[src/rtl/cpt_pkg.sv]
// ----------------------------------------------------------------------------
// cpt_pkg
// Types and codes shared by the profile column count table modules.
// ----------------------------------------------------------------------------
package cpt_pkg;

	// Operation codes carried in the command word.
	localparam logic [1:0] OP_CLEAR  = 2'd0;
	localparam logic [1:0] OP_ADD    = 2'd1;
	localparam logic [1:0] OP_LOOKUP = 2'd2;
	localparam logic [1:0] OP_READ   = 2'd3;

	// Status codes returned in the result word.
	localparam logic [1:0] ST_OK        = 2'd0;
	localparam logic [1:0] ST_NOT_FOUND = 2'd1;
	localparam logic [1:0] ST_FULL      = 2'd2;
	localparam logic [1:0] ST_BAD_INDEX = 2'd3;

	localparam int unsigned DK_W = 7;
	localparam logic [15:0] COUNT_MAX = 16'hFFFF;
	localparam logic [23:0] TOTAL_MAX = 24'hFFFFFF;

	// One input word.
	typedef struct packed {
		logic [1:0]  opcode;
		logic [7:0]  residue;
		logic [7:0]  structure_code;
		logic [15:0] amount;
		logic [5:0]  entry_index;
	} cmd_t;

	// One result word.
	typedef struct packed {
		logic [1:0]      status;
		logic [15:0]     key_count;
		logic [7:0]      out_residue;
		logic [7:0]      out_structure;
		logic [DK_W-1:0] distinct_keys;
		logic [23:0]     running_total;
	} rsp_t;

	// One table entry: the key (residue high) and its count.
	typedef struct packed {
		logic [7:0]  residue;
		logic [7:0]  structure_code;
		logic [15:0] count;
	} entry_t;

	// Outputs of the shared compare and add unit.
	typedef struct packed {
		logic        key_lt;
		logic        key_eq;
		logic [15:0] count_sum;
		logic [23:0] total_sum;
	} alu_out_t;

endpackage

[src/rtl/cpt_mem.sv]
// ----------------------------------------------------------------------------
// cpt_mem
// Entry store: one write port and one read port with registered read data.
// ----------------------------------------------------------------------------
module cpt_mem
	import cpt_pkg::*;
#(
	parameter int unsigned ENTRIES = 64,
	parameter int unsigned AW      = 6
) (
	input  logic          clk,
	input  logic          we,
	input  logic [AW-1:0] waddr,
	input  entry_t        wdata,
	input  logic          re,
	input  logic [AW-1:0] raddr,
	output entry_t        rdata
);

	entry_t mem_q [ENTRIES];
	entry_t rdata_q;

	// Write port.
	always_ff @(posedge clk) begin
		if (we) begin
			mem_q[waddr] <= wdata;
		end
	end

	// Read port; the data holds until the next read.
	always_ff @(posedge clk) begin
		if (re) begin
			rdata_q <= mem_q[raddr];
		end
	end

	assign rdata = rdata_q;

endmodule

[src/rtl/cpt_alu.sv]
// ----------------------------------------------------------------------------
// cpt_alu
// Shared unit: compares a stored key with the command key and forms the
// saturating count and total sums.
// ----------------------------------------------------------------------------
module cpt_alu
	import cpt_pkg::*;
(
	input  entry_t      entry,
	input  logic [15:0] key,
	input  logic [15:0] amount,
	input  logic [23:0] total,
	output alu_out_t    res
);

	logic [15:0] entry_key;
	logic [16:0] cnt_wide;
	logic [24:0] tot_wide;

	// Key compare, residue first, both unsigned.
	assign entry_key  = {entry.residue, entry.structure_code};
	assign res.key_lt = entry_key < key;
	assign res.key_eq = entry_key == key;

	// Saturating sums.
	assign cnt_wide      = 17'(entry.count) + 17'(amount);
	assign tot_wide      = 25'(total) + 25'(amount);
	assign res.count_sum = cnt_wide[16] ? COUNT_MAX : cnt_wide[15:0];
	assign res.total_sum = tot_wide[24] ? TOTAL_MAX : tot_wide[23:0];

endmodule

[src/rtl/profile_column_count_table_core.sv]
// ----------------------------------------------------------------------------
// profile_column_count_table_core
// Sorted table of (residue, structure code) keys with saturating counts.
// ----------------------------------------------------------------------------
// Usage: drive a command word on command and raise start while busy is low;
// the word is taken at that clock edge. Opcodes: clear, add an amount to a
// key (a new key is inserted in sorted order), look up a key, read an entry
// by sorted index. Each command gives one result word on result, shown for
// exactly one cycle with done high; the receiver cannot stall it.
// Steps: clear, and a read by index past the population, answer straight
// from idle; a read by index reads the store and then answers. Look up and
// add scan the n held entries in order, each read and then compared, up to
// the first key that is not below the command key; a full table refuses
// after the same scan. A new key then moves the entries above its slot up
// by one, each read and then written, and writes the slot.
// Busy stays high until the cycle in which done rises, and a new command may
// be taken in that cycle.
// Reset clears the entry population, the running total and the sequencer;
// the entry store itself is not cleared, as entries past the population are
// never read.
// ----------------------------------------------------------------------------
module profile_column_count_table_core
	import cpt_pkg::*;
#(
	parameter int unsigned TABLE_ENTRIES = 64
) (
	input  logic clk,
	input  logic arst_n,
	input  logic start,
	output logic busy,
	input  cmd_t command,
	output logic done,
	output rsp_t result
);

	localparam int unsigned AW = (TABLE_ENTRIES > 1) ? $clog2(TABLE_ENTRIES) : 1;
	localparam int unsigned PW = $clog2(TABLE_ENTRIES + 1);
	localparam int unsigned CW = (PW > 6) ? PW : 6;

	typedef enum logic [7:0] {
		S_IDLE = 8'b0000_0001,
		S_SRCH = 8'b0000_0010,
		S_CMP  = 8'b0000_0100,
		S_EVAL = 8'b0000_1000,
		S_SHRD = 8'b0001_0000,
		S_SHWR = 8'b0010_0000,
		S_INS  = 8'b0100_0000,
		S_RDIX = 8'b1000_0000
	} state_t;

	state_t      state_q;
	cmd_t        cmd_q;
	logic [PW-1:0] pop_q;
	logic [23:0] total_q;
	logic [PW-1:0] i_q;
	logic [PW-1:0] j_q;
	logic        match_q;
	logic        done_q;
	rsp_t        result_q;

	logic [15:0]   key_q;
	logic [CW-1:0] idx_ext;
	logic [CW-1:0] pop_ext;
	logic [PW-1:0] j_dec;
	logic [DK_W-1:0] pop_dk;

	logic          mem_we;
	logic [AW-1:0] mem_waddr;
	entry_t        mem_wdata;
	logic          mem_re;
	logic [AW-1:0] mem_raddr;
	entry_t        mem_rdata;
	alu_out_t      alu_res;

	assign key_q   = {cmd_q.residue, cmd_q.structure_code};
	assign idx_ext = CW'(command.entry_index);
	assign pop_ext = CW'(pop_q);
	assign j_dec   = j_q - 1'b1;
	assign pop_dk  = DK_W'(pop_q);

	cpt_mem #(
		.ENTRIES(TABLE_ENTRIES),
		.AW     (AW)
	) u_mem (
		.clk  (clk),
		.we   (mem_we),
		.waddr(mem_waddr),
		.wdata(mem_wdata),
		.re   (mem_re),
		.raddr(mem_raddr),
		.rdata(mem_rdata)
	);

	cpt_alu u_alu (
		.entry (mem_rdata),
		.key   (key_q),
		.amount(cmd_q.amount),
		.total (total_q),
		.res   (alu_res)
	);

	// Store port control, decoded from the sequencer state.
	always_comb begin
		mem_re    = 1'b0;
		mem_raddr = '0;
		mem_we    = 1'b0;
		mem_waddr = '0;
		mem_wdata = '0;
		case (state_q)
			S_IDLE: begin
				mem_re    = start && (command.opcode == OP_READ) && (idx_ext < pop_ext);
				mem_raddr = idx_ext[AW-1:0];
			end
			S_SRCH: begin
				mem_re    = i_q < pop_q;
				mem_raddr = i_q[AW-1:0];
			end
			S_SHRD: begin
				mem_re    = 1'b1;
				mem_raddr = j_dec[AW-1:0];
			end
			S_EVAL: begin
				mem_we    = (cmd_q.opcode == OP_ADD) && match_q;
				mem_waddr = i_q[AW-1:0];
				mem_wdata = {cmd_q.residue, cmd_q.structure_code, alu_res.count_sum};
			end
			S_SHWR: begin
				mem_we    = 1'b1;
				mem_waddr = j_q[AW-1:0];
				mem_wdata = mem_rdata;
			end
			S_INS: begin
				mem_we    = 1'b1;
				mem_waddr = i_q[AW-1:0];
				mem_wdata = {cmd_q.residue, cmd_q.structure_code, cmd_q.amount};
			end
			default: begin
				mem_re = 1'b0;
			end
		endcase
	end

	// Sequencer with population, total and result registers.
	always_ff @(posedge clk or negedge arst_n) begin
		if (!arst_n) begin
			state_q  <= S_IDLE;
			cmd_q    <= '0;
			pop_q    <= '0;
			total_q  <= '0;
			i_q      <= '0;
			j_q      <= '0;
			match_q  <= 1'b0;
			done_q   <= 1'b0;
			result_q <= '0;
		end else begin
			done_q <= 1'b0;
			case (state_q)
				S_IDLE: begin
					if (start) begin
						cmd_q <= command;
						i_q   <= '0;
						case (command.opcode)
							OP_CLEAR: begin
								pop_q    <= '0;
								total_q  <= '0;
								done_q   <= 1'b1;
								result_q <= '{ST_OK, 16'd0, 8'd0, 8'd0, '0, 24'd0};
							end
							OP_READ: begin
								if (idx_ext < pop_ext) begin
									state_q <= S_RDIX;
								end else begin
									done_q   <= 1'b1;
									result_q <= '{ST_BAD_INDEX, 16'd0, 8'd0, 8'd0,
										pop_dk, total_q};
								end
							end
							default: begin
								state_q <= S_SRCH;
							end
						endcase
					end
				end
				S_SRCH: begin
					if (i_q < pop_q) begin
						state_q <= S_CMP;
					end else begin
						match_q <= 1'b0;
						state_q <= S_EVAL;
					end
				end
				S_CMP: begin
					if (alu_res.key_lt) begin
						i_q     <= i_q + 1'b1;
						state_q <= S_SRCH;
					end else begin
						match_q <= alu_res.key_eq;
						state_q <= S_EVAL;
					end
				end
				S_EVAL: begin
					if (cmd_q.opcode != OP_ADD) begin
						// Look up.
						state_q  <= S_IDLE;
						done_q   <= 1'b1;
						result_q <= '{match_q ? ST_OK : ST_NOT_FOUND,
							match_q ? mem_rdata.count : 16'd0,
							cmd_q.residue, cmd_q.structure_code, pop_dk, total_q};
					end else if (match_q) begin
						// Existing key gains the amount.
						total_q  <= alu_res.total_sum;
						state_q  <= S_IDLE;
						done_q   <= 1'b1;
						result_q <= '{ST_OK, alu_res.count_sum, cmd_q.residue,
							cmd_q.structure_code, pop_dk, alu_res.total_sum};
					end else if (pop_q == PW'(TABLE_ENTRIES)) begin
						state_q  <= S_IDLE;
						done_q   <= 1'b1;
						result_q <= '{ST_FULL, 16'd0, cmd_q.residue,
							cmd_q.structure_code, pop_dk, total_q};
					end else begin
						j_q     <= pop_q;
						state_q <= (pop_q > i_q) ? S_SHRD : S_INS;
					end
				end
				S_SHRD: begin
					state_q <= S_SHWR;
				end
				S_SHWR: begin
					// Entry j-1 moved up to j; walk down to the slot.
					j_q     <= j_dec;
					state_q <= (j_dec > i_q) ? S_SHRD : S_INS;
				end
				S_INS: begin
					pop_q    <= pop_q + 1'b1;
					total_q  <= alu_res.total_sum;
					state_q  <= S_IDLE;
					done_q   <= 1'b1;
					result_q <= '{ST_OK, cmd_q.amount, cmd_q.residue,
						cmd_q.structure_code, DK_W'(pop_q + 1'b1), alu_res.total_sum};
				end
				S_RDIX: begin
					state_q  <= S_IDLE;
					done_q   <= 1'b1;
					result_q <= '{ST_OK, mem_rdata.count, mem_rdata.residue,
						mem_rdata.structure_code, pop_dk, total_q};
				end
				default: begin
					state_q <= S_IDLE;
				end
			endcase
		end
	end

	assign busy   = state_q != S_IDLE;
	assign done   = done_q;
	assign result = result_q;

endmodule

[config.mk]
export PLATFORM = sky130hd
export DESIGN_NAME = profile_column_count_table_core
export DESIGN_NICKNAME = d
export VERILOG_FILES = /design/src/rtl/cpt_pkg.sv /design/src/rtl/cpt_mem.sv /design/src/rtl/cpt_alu.sv /design/src/rtl/profile_column_count_table_core.sv
export SDC_FILE = /design/constraint.sdc
export NUM_CORES = 2
export LEC_CHECK = 0
export BUFFER_PORTS_ARGS = -buffer_cell sky130_fd_sc_hd__buf_4
export CAP_MARGIN = 20
export CORE_ASPECT_RATIO = 0.9
export CORE_MARGIN = 3
export CORE_UTILIZATION = 57
export CTS_CLUSTER_SIZE = 28
export DETAILED_ROUTE_END_ITERATION = 8
export PLACE_DENSITY = 0.76
export SYNTH_ARGS = -nofsm -noshare
export SYNTH_HDL_FRONTEND = slang
export SYNTH_SLANG_ARGS = --single-unit
[constraint.sdc]
create_clock -name clk -period 5.62 [get_ports clk]
set_input_delay 0.843 -clock clk [delete_from_list [all_inputs] [get_ports clk]]
set_output_delay 0.843 -clock clk [all_outputs]
set_load 0.005 [all_outputs]
==> summary.txt <==
CTS root buf: clkbuf_16
max-cap check violation count: 0
DIE WIDTH: 421.9 um
synthesis-to-finish area growth: 13.57%
worst slew pin tran: 1207 ps
Yosys warnings: 0
Crit path top cell by count: buf_4
worst clock skew: 40.00 ps
Pwr per Cell Area: 456.8 nW/um^2
Num CTS Buffers: 204
clock transition at the registers of the reported paths: 70 ps
DRT Wirelength: 258200 um
Top Ports: 110
Final Setup Violations: 0
synth unique cells: 80
f_max: 198.2 MHz
CP arrival: 5650 ps
gr ovfl total: 0
crit share post-route: 89.77%
wire length per cell: 34.85 um
Cell Area, Synth: 88740 sq um
Avg Vias per Cell: 6.994
worst setup path category: flip-flop to flip-flop
Synth Flop Type: edfxtp_1
Starting Density: 57.75%
largest net degree at the start of global routing: 108
DR WL met3: 37070 um
top layer in use: met5
Max Slew Vio Count: 0
most frequent cells in the layout: 2080 x edfxtp_1, 452 x nand2_1, 444 x mux4_2, 290 x buf_4, 266 x nand3_1
Stages on worst setup path: 10
post-route ant nets: 0
Rel. slew slack: 19.54%
Critical Path, Cell by Cell: nor4_2 > and2_1 > a221oi_4 > buf_4 > nor2_4 > buf_12 > buf_4 > a22oi_1 > nand3_1 > and4_1
status: finished, final reports clean
worst path bufs/invs: 3
final hold violation count: 0
global-route wire length before repair: 369600 um
most common cell after layout, fill and taps aside: edfxtp_1
post-synthesis cell count: 4888
Mapped Avg Cell Area: 18.15 sq um
drt drc: 0
flop-to-flop setup slack: 570 ps
Crit path max-delay family: simple AND/OR/NAND/NOR gates
Max Buffers Root-to-Sink: 3
DR WL met2: 116800 um
clk_lat worst skew: 850 ps
CTS Hold Bufs: 0
# port buffers: 109
Worst Setup End Kind: flip-flop
post-synthesis sequential area ratio: 74.73%
Tot GR Track Use: 32.21%
via count: 51830
setup_tns: 0 ps
Core Area: 153700 sq um
worst r2r src: state_q[3]
RSZ-0062 raised after global routing: false
worst path required time: 6230 ps
Largest stage delay, worst path: 920 ps
RR Endpoint: u_mem.rdata[3]
GPL Wtd Cong: 0.9521
post-synth net total: 5006
Die Y: 380.3 um
DR iter-0 viols: 8492
Lkg Pwr: 35.36 nW
crit path max fanout: 31
H-Tree Level Count: 4
#FFs+latches synth: 2234
DR pass1 iterations: 9
crit path launch type: flip-flop
Metal-1 WL: 90240 um
Layout Nets: 5279
vias in the first global route: 50850
initial antenna violation count: 21
minimum clock period after layout: 5045 ps
number of synthesized flops with an enable pin: 2080
share of layout cells above drive strength 1: 22.71%
Layout Utilization: 65.59%
DIE AREA: 160500 sq um
post-CTS resize count: 0
Post-CTS Setup Inserts: 0
post-DP HPWL: 147900 um
VDD IR-drop max: 0.0005018 V
Async S/R FF share, synth: 6.893%
cell row count: 136
HP Class: input pin to async pin
clk sinks: 2234
Total Power: 46.04 mW
CP max-delay cell: nor4_2
CTS tree: yes
Worst Reg2Reg Path Length in Cells: 10
-- state kept, by name, indices dropped and copies added, names as in the netlist --
signal,count
done,1
state_q,8
u_mem.mem_q,2048
u_mem.rdata,32
j_q,7
result,65
total_q,24
cmd_q,34
i_q,7
pop_dk,7
match_q,1
-- Yosys cell counts, types with 11 or more instances --
cell type	number	share of area, %
edfxtp_1	2080	70
nand2_1	453	1.9
mux4_2	444	11
nand3_1	268	1.5
a22oi_1	231	2.0
nor2_1	190	0.80
dfrtp_1	153	4.3
clkbuf_1	144	0.61
o21ai_0	134	0.76
buf_2	99	0.56
a21oi_1	86	0.49
ha_1	73	1.0
a31oi_1	48	0.34
inv_1	44	0.19
and3_1	35	0.25
and4_1	27	0.27
a221oi_1	25	0.25
a21o_1	24	0.20
buf_1	20	0.085
o21a_1	20	0.17
xnor2_1	18	0.18
a211oi_1	16	0.14
a222oi_1	16	0.18
nor3_1	14	0.079
o22ai_1	11	0.078
xor2_1	11	0.11
-- metrics by stage --
stage	area [sq um]	setup slack, ps	hold WS, ps	instances
final	100800	575.0	178.0	7411
after global routing	100800	530.5	190.8	7403
after CTS	100800	832.9	173.7	7403
after detailed placement	94160	881.1	472.4	7025
after global placement	94090	963.1	467.9	7021
after floorplan	88740	154.5	463.5	4888
-- logic make-up (layout without fill, tap and decap cells) --
kind of cell	count (synthesis)	count (layout)	share of synthesized area, %
xor+xnor	29	29	0.2862
buf+inv	313	758	1.489
other cells	0	8	0
fa+ha+maj	75	75	1.074
flops	2234	2234	74.73
simple gates	1071	1071	5.499
compound gates	708	708	5.490
mux	458	458	11.43
-- how the worst max path moves through the flow --
stage                    start                 end
floorplan             cmd_q[6]  u_mem.mem_q[0][11]
global placement    state_q[3]      u_mem.rdata[2]
detailed placement  state_q[3]      u_mem.rdata[2]
CTS                 state_q[3]      u_mem.rdata[2]
global route        state_q[3]      u_mem.rdata[3]
finish              state_q[3]      u_mem.rdata[3]
-- power breakdown --
part           leakage [nW]  internal (mW)  switching [mW]
registers              23.0           18.9           0.633
logic                  9.14           4.67            8.04
clock network          3.23           7.72            6.12
total                  35.4           31.2            14.8
-- layer usage --
metal | track usage, % | vias up
met5 | 0 | -
met3 | 9.850 | 729
met2 | 47.30 | 4345
met4 | 15.43 | 6
li1 | - | 20430
met1 | 44.61 | 26330
-- final cells by class --
type | instances | area [sq um]
sequential | 2234 | 66310
tap | 2070 | 2590
timing repair buffer | 335 | 3054
antenna | 8 | 20.02
inverter | 45 | 168.9
multi-input combinational | 2341 | 22030
clock inverter | 122 | 1176
fill | 9793 | 52880
clock buffer | 256 | 5426
No activity file was read; power rests on OpenSTA's default activity.
